$ cat src/fcl_ram.sv
// ----------------------------------------------------------------------------
// fcl_ram: generic single-write, single-read RAM
// Registered read; read data holds when re is low.
// ----------------------------------------------------------------------------
module fcl_ram #(
    parameter int WIDTH = 32,
    parameter int DEPTH = 64
) (
    input  logic                     clk,
    input  logic                     we,
    input  logic [$clog2(DEPTH)-1:0] waddr,
    input  logic [WIDTH-1:0]         wdata,
    input  logic                     re,
    input  logic [$clog2(DEPTH)-1:0] raddr,
    output logic [WIDTH-1:0]         rdata
);

    logic [WIDTH-1:0] mem [DEPTH];

    always_ff @(posedge clk)
    begin
        if (we)
        begin
            mem[waddr] <= wdata;
        end
        if (re)
        begin
            rdata <= mem[raddr];
        end
    end

endmodule

$ cat config.mk
export PLATFORM = sky130hd
export DESIGN_NAME = fcl_ram
export DESIGN_NICKNAME = d
export VERILOG_FILES = /design/src/fcl_ram.sv
export SDC_FILE = /design/constraint.sdc
export NUM_CORES = 2
export LEC_CHECK = 0
export BUFFER_PORTS_ARGS = -buffer_cell sky130_fd_sc_hd__clkbuf_2
export CAP_MARGIN = 20
export CORE_ASPECT_RATIO = 0.9
export CORE_MARGIN = 2
export CORE_UTILIZATION = 45
export CTS_CLUSTER_DIAMETER = 150
export DETAILED_ROUTE_END_ITERATION = 6
export GPL_ROUTABILITY_DRIVEN = 1
export HOLD_SLACK_MARGIN = 0.08
export SYNTH_ARGS = -nofsm -noshare
export SYNTH_HDL_FRONTEND = slang
export SYNTH_SLANG_ARGS = --single-unit
$ cat constraint.sdc
create_clock -name clk -period 4.2 [get_ports clk]
set_clock_uncertainty 0.15 [all_clocks]
set_input_delay 0.21 -clock clk [delete_from_list [all_inputs] [get_ports clk]]
set_output_delay 0.21 -clock clk [all_outputs]
set_load 0.05 [all_outputs]
==> results.cfg <==
[outcome]
status = finished, final reports clean

[routing]
viasPerCell = 6.15
drt_wl_total_um = 209000
avgRoutedWirePerCell_um = 34.1
antenna_left = 0
drtPass1Iterations = 5
drtIter0Drc = 4900
vias = 37600
drcViolationCount = 0

[power_and_ir_drop]
finalPower_uw = 42000
pwr_density_cell_nw_per_um2 = 467
p_sw_uw = 9050
p_int_uw = 33000
p_leak_uw = 0.0280
ir_worst_vdd_uv = 473
power_frac_seq = 0.550
clock_power_share = 0.396
switching_share = 0.215
power_frac_comb = 0.054

[floorplan]
num_rows = 145
die_x_um = 445
fp.coreArea_um2 = 174000
die_height_um = 401
initial_core_util = 0.454
io_pins = 79
die_area_um2 = 179000

[sta]
fin_ws_ns = 1.29
totalNegativeSetupSlack_ns = 0
fmax_mhz = 344
hold_viol = 0
setup_violations = 0
fin_crit_ns = 2.91
slew_headroom = 0.302
worst_pin_slew_ns = 1.04
rsz0062_at_grt = no
fin_crit_sh = 0.692
finalMaxSlewViolations = 0

[critical_path]
worstSetupStartpointType = primary input
cp-end-kind = flip-flop
crit_path_max_fanout = 17
crit_start = raddr[5]
rr_startpoint = mem[12][30]
crit_type = primary input to flip-flop
critPathArrivalTime_ns = 3.42
crit_required_ns = 4.72

[logic_synthesis]
synth-seq-area-share = 0.792
synth_edf_count = 2080
syn_avg_cell_area_um2 = 23.7
ys.flop_type = edfxtp_1
netlist_area_um2 = 78800
ys_warn_count = 0
synth_top_area_frac = 0.792
synthArstFlopShare = 0
syn_inst = 3324
syn_nets = 3371
synth.distinct_cells = 33
ys_ff_latch = 2080
ys_top_cells_by_area = edfxtp_1 79%, mux4_2 16%, mux2i_1 1.2%, o22ai_1 0.67%, nor2_1 0.65%
synth_top_area_cell = edfxtp_1

[cts]
tritoncts = done
clockBufferDepth = 3
cts_buffers = 194
root_buffer = clkbuf_16
ctsHtreeMaxLevel = 4
clkSlewWorstSetupHoldPaths_ns = 0.06
clock_latency_ns = 0.85
clkSinkCount = 2080

[run]
cap_violations = 0

[layout]
drive_above_1_share = 0.300
fillerInstances = 13400
register_area_um2 = 62500
multi_input_area_um2 = 16000
areaGrowthSynthToFinish_pct = 14.2
fin_nets = 3713
final_area_um2 = 90000

[global_route]
grt_pass1_vias = 37600
grt_first_pass_wirelength_um = 292000
grt-ovfl-total = 0
use_met2 = 0.361
grt_util_met1 = 0.352
top_usage_layer = met2
track_usage = 0.234
grt_max_degree = 85
met3_usage = 0.0408
antenna_found_initial = 17

[placement]
post-place-ws_ns = 0.609
dp.final_hpwl_um = 115000
numPortBuffers = 78
placed_area_um2 = 83600
gp_congestion = 0.785

[hold_path]
min_path_type = primary input to flip-flop
worstHoldStart = wdata[6]
==> critical path, stage by stage <==
cell and delay, ns:
dlygate4sd3_1 0.57, clkbuf_2 0.50, nand2b_2 0.65, o221ai_1 0.29, a21oi_1 0.61, a21oi_1 0.34
nor2_1 0.20
==> layer usage <==
metal	part of all wire	vias to the layer above	wire (um)
li1	-	15000	-
met1	0.42	20600	88300
met2	0.47	1731	98500
met3	0.085	256	17800
met4	0.019	2	3970
met5	0.000034	-	7
==> layout make-up <==
cell class	instances	area share
well taps	2278	0.0317
repair buffers	328	0.0313
diodes	4	0.000111
flip-flops and latches	2080	0.694
clock buffers	246	0.0566
clock inverters	111	0.00891
multi-input cells	1062	0.177
==> worst paths after layout <==
kind	depth (start not counted)	endpoint	slack [ns]
worst max-delay path	7	rdata[7]	1.29
worst min-delay path	2	mem[40][6]	0.13
worst max register to register	4	rdata[30]	1.61
worst min register to register	4	rdata[4]	0.70
==> synthesized netlist by cell type (7+ instances only) <==
| master | instances |
|---|---|
| a21oi_1 | 62 |
| a22oi_1 | 12 |
| a311oi_1 | 8 |
| buf_1 | 21 |
| buf_2 | 57 |
| buf_4 | 25 |
| clkbuf_1 | 74 |
| edfxtp_1 | 2080 |
| mux2i_1 | 93 |
| mux4_2 | 544 |
| nand2_1 | 26 |
| nand2b_1 | 8 |
| nor2_1 | 137 |
| nor2b_1 | 15 |
| nor3_1 | 7 |
| o221ai_1 | 27 |
| o22ai_1 | 84 |
==> repair_timing <==
item                      4_1_cts  5_1_grt
hold buffers                   40        2
gates resized for setup         0        0
hold endpoints to repair     1906       81
buffers inserted                0        0
==> flip-flops by register name, indices dropped and copies added (netlist names) <==
signal and count:
mem 2048, rdata 32
==> power groups by stage <==
| stage | Sequential [uW] | Combinational (uW) | Clock (uW) |
|---|---|---|---|
| floorplan | 23600 | 1120 | 0 |
| global placement | 23600 | 2220 | 0 |
| detailed placement | 23600 | 2240 | 0 |
| CTS | 23100 | 2280 | 16900 |
| global route | 23100 | 2400 | 17700 |
| finish | 23100 | 2270 | 16600 |
==> cells by family (layout without fill, tap and decap cells) <==
| logic type | after synthesis | count (layout) | share of synthesized area |
|---|---|---|---|
| flip-flops | 2080 | 2080 | 0.792 |
| multiplexers | 637 | 637 | 0.167 |
| AND/OR/NAND/NOR | 223 | 223 | 0.0126 |
| AO/OA/AOI/OAI | 202 | 202 | 0.0167 |
| buffers and inverters | 182 | 685 | 0.0112 |
| other | 0 | 4 | 0 |
==> metrics by stage <==
step | hold slack [ns] | util | instances
floorplan | 0.159 | - | 3324
detailed placement | 0.424 | 0.481 | 5704
global placement | 0.403 | 0.481 | 5704
global route | 0.166 | 0.518 | 6108
CTS | 0.0810 | 0.517 | 6101
finish | 0.125 | 0.518 | 6109
==> layout by cell type (no fill, tap or decap), types with 12 or more instances in the layout <==
cell,netlist,routed
edfxtp_1,2080,2080
mux4_2,544,544
clkbuf_16,0,196
buf_4,25,175
mux2i_1,93,93
o22ai_1,84,84
nor2_1,137,75
clkbuf_2,0,74
a21oi_1,62,62
nor2_4,0,62
clkinv_1,0,59
clkbuf_1,74,50
dlygate4sd3_1,0,42
buf_12,0,33
o221ai_1,27,27
clkinv_2,0,27
nand2_1,26,26
nor2b_1,15,15
a22oi_1,12,12
(Power assumes the default switching activity.)
