File: src/fcl_pkg.sv
// ----------------------------------------------------------------------------
// fcl_pkg: shared types and constants
// Sizes, item kinds, sequencer states and Q16.16 helpers for the dense
// layer engine.
// ----------------------------------------------------------------------------
package fcl_pkg;

    localparam int MAX_BATCH = 16;
    localparam int MAX_IN    = 64;
    localparam int MAX_OUT   = 64;
    localparam int FRAC_BITS = 16;

    localparam int W_DEPTH = MAX_OUT * MAX_IN;
    localparam int X_DEPTH = MAX_BATCH * MAX_IN;
    localparam int B_DEPTH = MAX_OUT;
    localparam int W_AW    = $clog2(W_DEPTH);
    localparam int X_AW    = $clog2(X_DEPTH);
    localparam int B_AW    = $clog2(B_DEPTH);

    localparam logic signed [63:0] ACC_LIM = 64'sd1 <<< 62;
    localparam logic signed [63:0] I32_MAX = 64'sd2147483647;
    localparam logic signed [63:0] I32_MIN = -64'sd2147483648;

    typedef enum logic [2:0] {
        KIND_WEIGHT = 3'd0,
        KIND_BIAS   = 3'd1,
        KIND_INPUT  = 3'd2,
        KIND_OGRAD  = 3'd3,
        KIND_CLEAR  = 3'd4,
        KIND_RD_GX  = 3'd5,
        KIND_RD_GW  = 3'd6,
        KIND_RD_GB  = 3'd7
    } kind_t;

    typedef enum logic [1:0] {
        CFG_BATCH = 2'd0,
        CFG_IN    = 2'd1,
        CFG_OUT   = 2'd2
    } cfg_idx_t;

    typedef enum logic [3:0] {
        ST_CLEAR,
        ST_IDLE,
        ST_FWD_MAC,
        ST_FWD_DRAIN,
        ST_FWD_BIAS,
        ST_FWD_OUT,
        ST_G_RD,
        ST_G_M1,
        ST_G_M2,
        ST_G_W2,
        ST_G_BRD,
        ST_G_BWR,
        ST_RD_OUT
    } state_t;

    function automatic logic [31:0] sat32(input logic signed [63:0] v);
        if (v > I32_MAX) return 32'h7fff_ffff;
        if (v < I32_MIN) return 32'h8000_0000;
        return v[31:0];
    endfunction

    function automatic logic clip32(input logic signed [63:0] v);
        return (v > I32_MAX) || (v < I32_MIN);
    endfunction

endpackage

File: src/fcl_mac.sv
// ----------------------------------------------------------------------------
// fcl_mac: shared multiplier
// One signed 32x32 product per cycle, registered, then rounded to Q32.16.
// ----------------------------------------------------------------------------
module fcl_mac (
    input  logic               clk,
    input  logic signed [31:0] a,
    input  logic signed [31:0] b,
    output logic signed [47:0] term
);
    import fcl_pkg::*;

    logic signed [63:0] prod_reg;
    logic signed [63:0] rnd;

    always_ff @(posedge clk)
    begin
        prod_reg <= 64'(a) * 64'(b);
    end

    // round half up, arithmetic shift floors
    assign rnd  = (prod_reg + (64'sd1 <<< (FRAC_BITS - 1))) >>> FRAC_BITS;
    assign term = rnd[47:0];

endmodule

File: config.mk
export PLATFORM = sky130hd
export DESIGN_NAME = fcl_mac
export DESIGN_NICKNAME = d
export VERILOG_FILES = /design/src/fcl_pkg.sv /design/src/fcl_mac.sv
export SDC_FILE = /design/constraint.sdc
export NUM_CORES = 2
export LEC_CHECK = 0
export ABC_AREA = 1
export BUFFER_PORTS_ARGS = -buffer_cell sky130_fd_sc_hd__buf_4
export CORE_MARGIN = 2
export CORE_UTILIZATION = 35
export CTS_CLUSTER_DIAMETER = 150
export DETAILED_ROUTE_END_ITERATION = 6
export PLACE_DENSITY = 0.51
export SLEW_MARGIN = 20
export SYNTH_ARGS = -nofsm -noshare
export SYNTH_HDL_FRONTEND = slang
export SYNTH_SLANG_ARGS = --single-unit
File: constraint.sdc
create_clock -name clk -period 6.7 [get_ports clk]
set_clock_uncertainty 0.2 [all_clocks]
set_input_delay 0 -clock clk [delete_from_list [all_inputs] [get_ports clk]]
set_output_delay 0 -clock clk [all_outputs]
set_load 0.03 [all_outputs]
==> flow_metrics.py <==
metrics = {
    "logic_synthesis": {
        "yosys.area.top_type": "fa_1",
        "synth_area_mm2": 0.0407,
        "yosysWarnings": 0,
        "syn_avg_cell_area_um2": 7.72,
        "syn_inst": 5264,
        "synth_top_area_share_pct": 53.2,
        "ys_types": 31,
        "ys_ff_latch": 49,
        "synth_nets": 6591,
        "synth_area_leaders": "fa_1 (53%), inv_1 (16%), nand2_1 (14%)",
        "seq_area_frac_synth_pct": 2.41,
    },
    "critical_path": {
        "cp.depth": 20,
        "arrival_ps": 6430,
        "cp_max_fo": 19,
        "cp_slowest_cell": "fa_1",
        "crit_chain": "buf_4 > buf_4 > nand2_1 > fa_1 > inv_1 > fa_1 > fa_1 > fa_1 > fa_1 > fa_1 > fa_1 > fa_1 > ha_1 > nand2_1 > nor2_1 > nand2_1 > nor2_1 > nand3_1 > nand4_1 > nand2_1",
        "startpoint_type": "primary input",
        "critPathBufInv": 3,
        "crit_family": "adder cells",
        "end_kind": "flop",
        "cp_common_cell": "fa_1",
        "crit_path_max_incr_delay_ps": 580,
        "worstSetupPathType": "primary input to flop",
        "critPathRequiredTime_ps": 6700,
    },
    "sta": {
        "hold_viol": 0,
        "holdWs_ps": 722,
        "fmax_mhz": 156,
        "tns_ps": 0,
        "finalCritPeriodShare_pct": 96.0,
        "slew_viol_final": 0,
        "fin_crit_ps": 6430,
        "rsz0062_at_grt": "yes",
        "setup_viol_count_final": 0,
        "tightest_slew_ps": 689,
        "relSlewSlack_pct": 53.6,
    },
    "flow_run": {
        "drv_cap": 0,
    },
    "routing": {
        "ant_nets": 0,
        "routedWlPerCell_um": 16.8,
        "num_vias": 31600,
        "drt_iter0_drc": 1425,
        "routed_wl_um": 119000,
        "drc_errors": 0,
        "dr.pass1.iters": 5,
        "viasPerCell": 4.48,
    },
    "placed_design": {
        "port_buffers": 112,
        "placed_area_mm2": 0.0457,
        "place.gp.congestion": 0.900,
        "hpwl_um": 109000,
    },
    "clock_network": {
        "cts_made_buffers": 5,
        "cts_hold_buf": 0,
        "clk_pin_slew_ps": 70,
        "cts_tree": "done",
        "cts_max_path_buffers": 2,
        "cts_max_level": 2,
        "root_buffer": "clkbuf_16",
        "clock_sinks": 49,
    },
    "final_layout": {
        "final_nets": 6867,
        "drive_gt1_share_pct": 10.4,
        "final_cell_area_mm2": 0.0462,
        "areaGrowthSynthToFinish_pct": 13.6,
        "finalCoreUtilization_pct": 39.9,
        "fillers": 12100,
        "largest_register_ffs": 49,
    },
    "grt": {
        "first_global_vias": 35700,
        "grt_util_all_layers_pct": 21.1,
        "grt.overflow.total": 0,
        "grt_start_max_net_pins": 29,
        "antenna_found_initial": 1,
        "grt_pass1_wl_um": 196000,
    },
    "die": {
        "die_w_um": 345,
        "io_pins": 113,
        "core_area_mm2": 0.116,
        "design.die.area_mm2": 0.119,
        "fp.dieH_um": 345,
        "initial_core_util_pct": 35.1,
        "num_rows": 125,
    },
    "min_path": {
        "hp-class": "flop to primary output",
        "hold-path-cell-count": 2,
    },
    "run_status": {
        "status": "complete, no violations",
    },
}
-- metrics by stage --
| stage | cells | worst slack (ps) |
|---|---|---|
| floorplan | 5264 | 6.40 |
| global placement | 7055 | -150 |
| detailed placement | 7055 | -151 |
| CTS | 7063 | 158 |
| global route | 7065 | -10.9 |
| finish | 7066 | 270 |
-- cells in the final DEF (no fill, tap or decap), drive strengths merged, types with 5 or more instances in the layout --
master / synthesis / layout
dfxtp: 49 / 49
a21oi: 79 / 79
clkbuf: 192 / 5
nor2: 189 / 189
nand3: 77 / 77
xor2: 57 / 57
fa: 1081 / 1081
nand3b: 8 / 8
buf: 0 / 461
nand4: 17 / 17
nand2: 1485 / 1485
or2: 8 / 8
xnor2: 18 / 18
inv: 1721 / 1721
nor3: 28 / 28
nor4: 19 / 19
ha: 181 / 181
o21ai: 44 / 44
-- repair_timing --
item                                   4_1_cts  5_1_grt
buffers inserted                             0        2
gates resized for setup                      0       58
setup endpoints to repair                    0       26
endpoints found under the hold margin        0        0
-- final timing paths --
| check | startpoint | endpoint |
|---|---|---|
| min | prod_reg[62]$_DFF_P_ | term[46] |
| max | a[16] | prod_reg[43]$_DFF_P_ |
-- cell type report --
type	count	area (um2)	area share, %
multi-input cells	3299	32700	70.9
inverters	1724	6470	14.0
repair buffers	461	3940	8.54
well taps	1524	1910	4.13
flip-flops and latches	49	981	2.12
clock buffers	5	125	0.271
clock inverters	3	25.0	0.0542
diodes	1	2.50	0.00542
-- logic make-up (layout without fill, tap and decap cells) --
group           count (synthesis)  after routing  share of synthesized area, %
buf+inv                      1916           2193                          17.7
simple gates                 1833           1833                          17.8
fa+ha+maj                    1262           1262                          58.8
compound gates                129            129                          1.63
xor+xnor                       75             75                          1.62
flops                          49             49                          2.41
other cells                     0              1                             0
-- cells in the mapped netlist --
cell,number
or2_2,8
nor2_2,6
nand3_1,73
nand2_1,1480
nand3_2,4
inv_2,27
and3_1,1
nor4_1,17
nor2_4,1
dfxtp_1,49
nand4_1,17
nor2_1,182
fa_1,1081
ha_1,181
xor2_1,57
clkinv_1,3
nor3_1,23
nand3b_1,8
xnor2_1,18
o21bai_1,4
a21oi_1,79
inv_1,1694
nor3_4,1
nor4_2,2
o21ai_1,1
and2_0,1
o21a_1,2
o21ai_0,43
nand2_2,5
nor3_2,4
clkbuf_1,192
-- routing by layer --
layer,wire length (um),part of all wire [%],global-route usage [%],vias to the layer above
li1,-,-,-,15000
met1,52100,44,27.5,16100
met2,61400,52,39.1,483
met3,2990,2.5,1.02,99
met4,2290,1.9,3.63,2
met5,13,0.011,0,-
-- tightest hold or removal path, cell delays in order (launching register included) --
cell	delay, ps
dfxtp_1	350
xnor2_1	100
buf_4	170
Power is not shown: default switching activity piles up to over one toggle a cycle in this logic, so the estimate is an artifact.
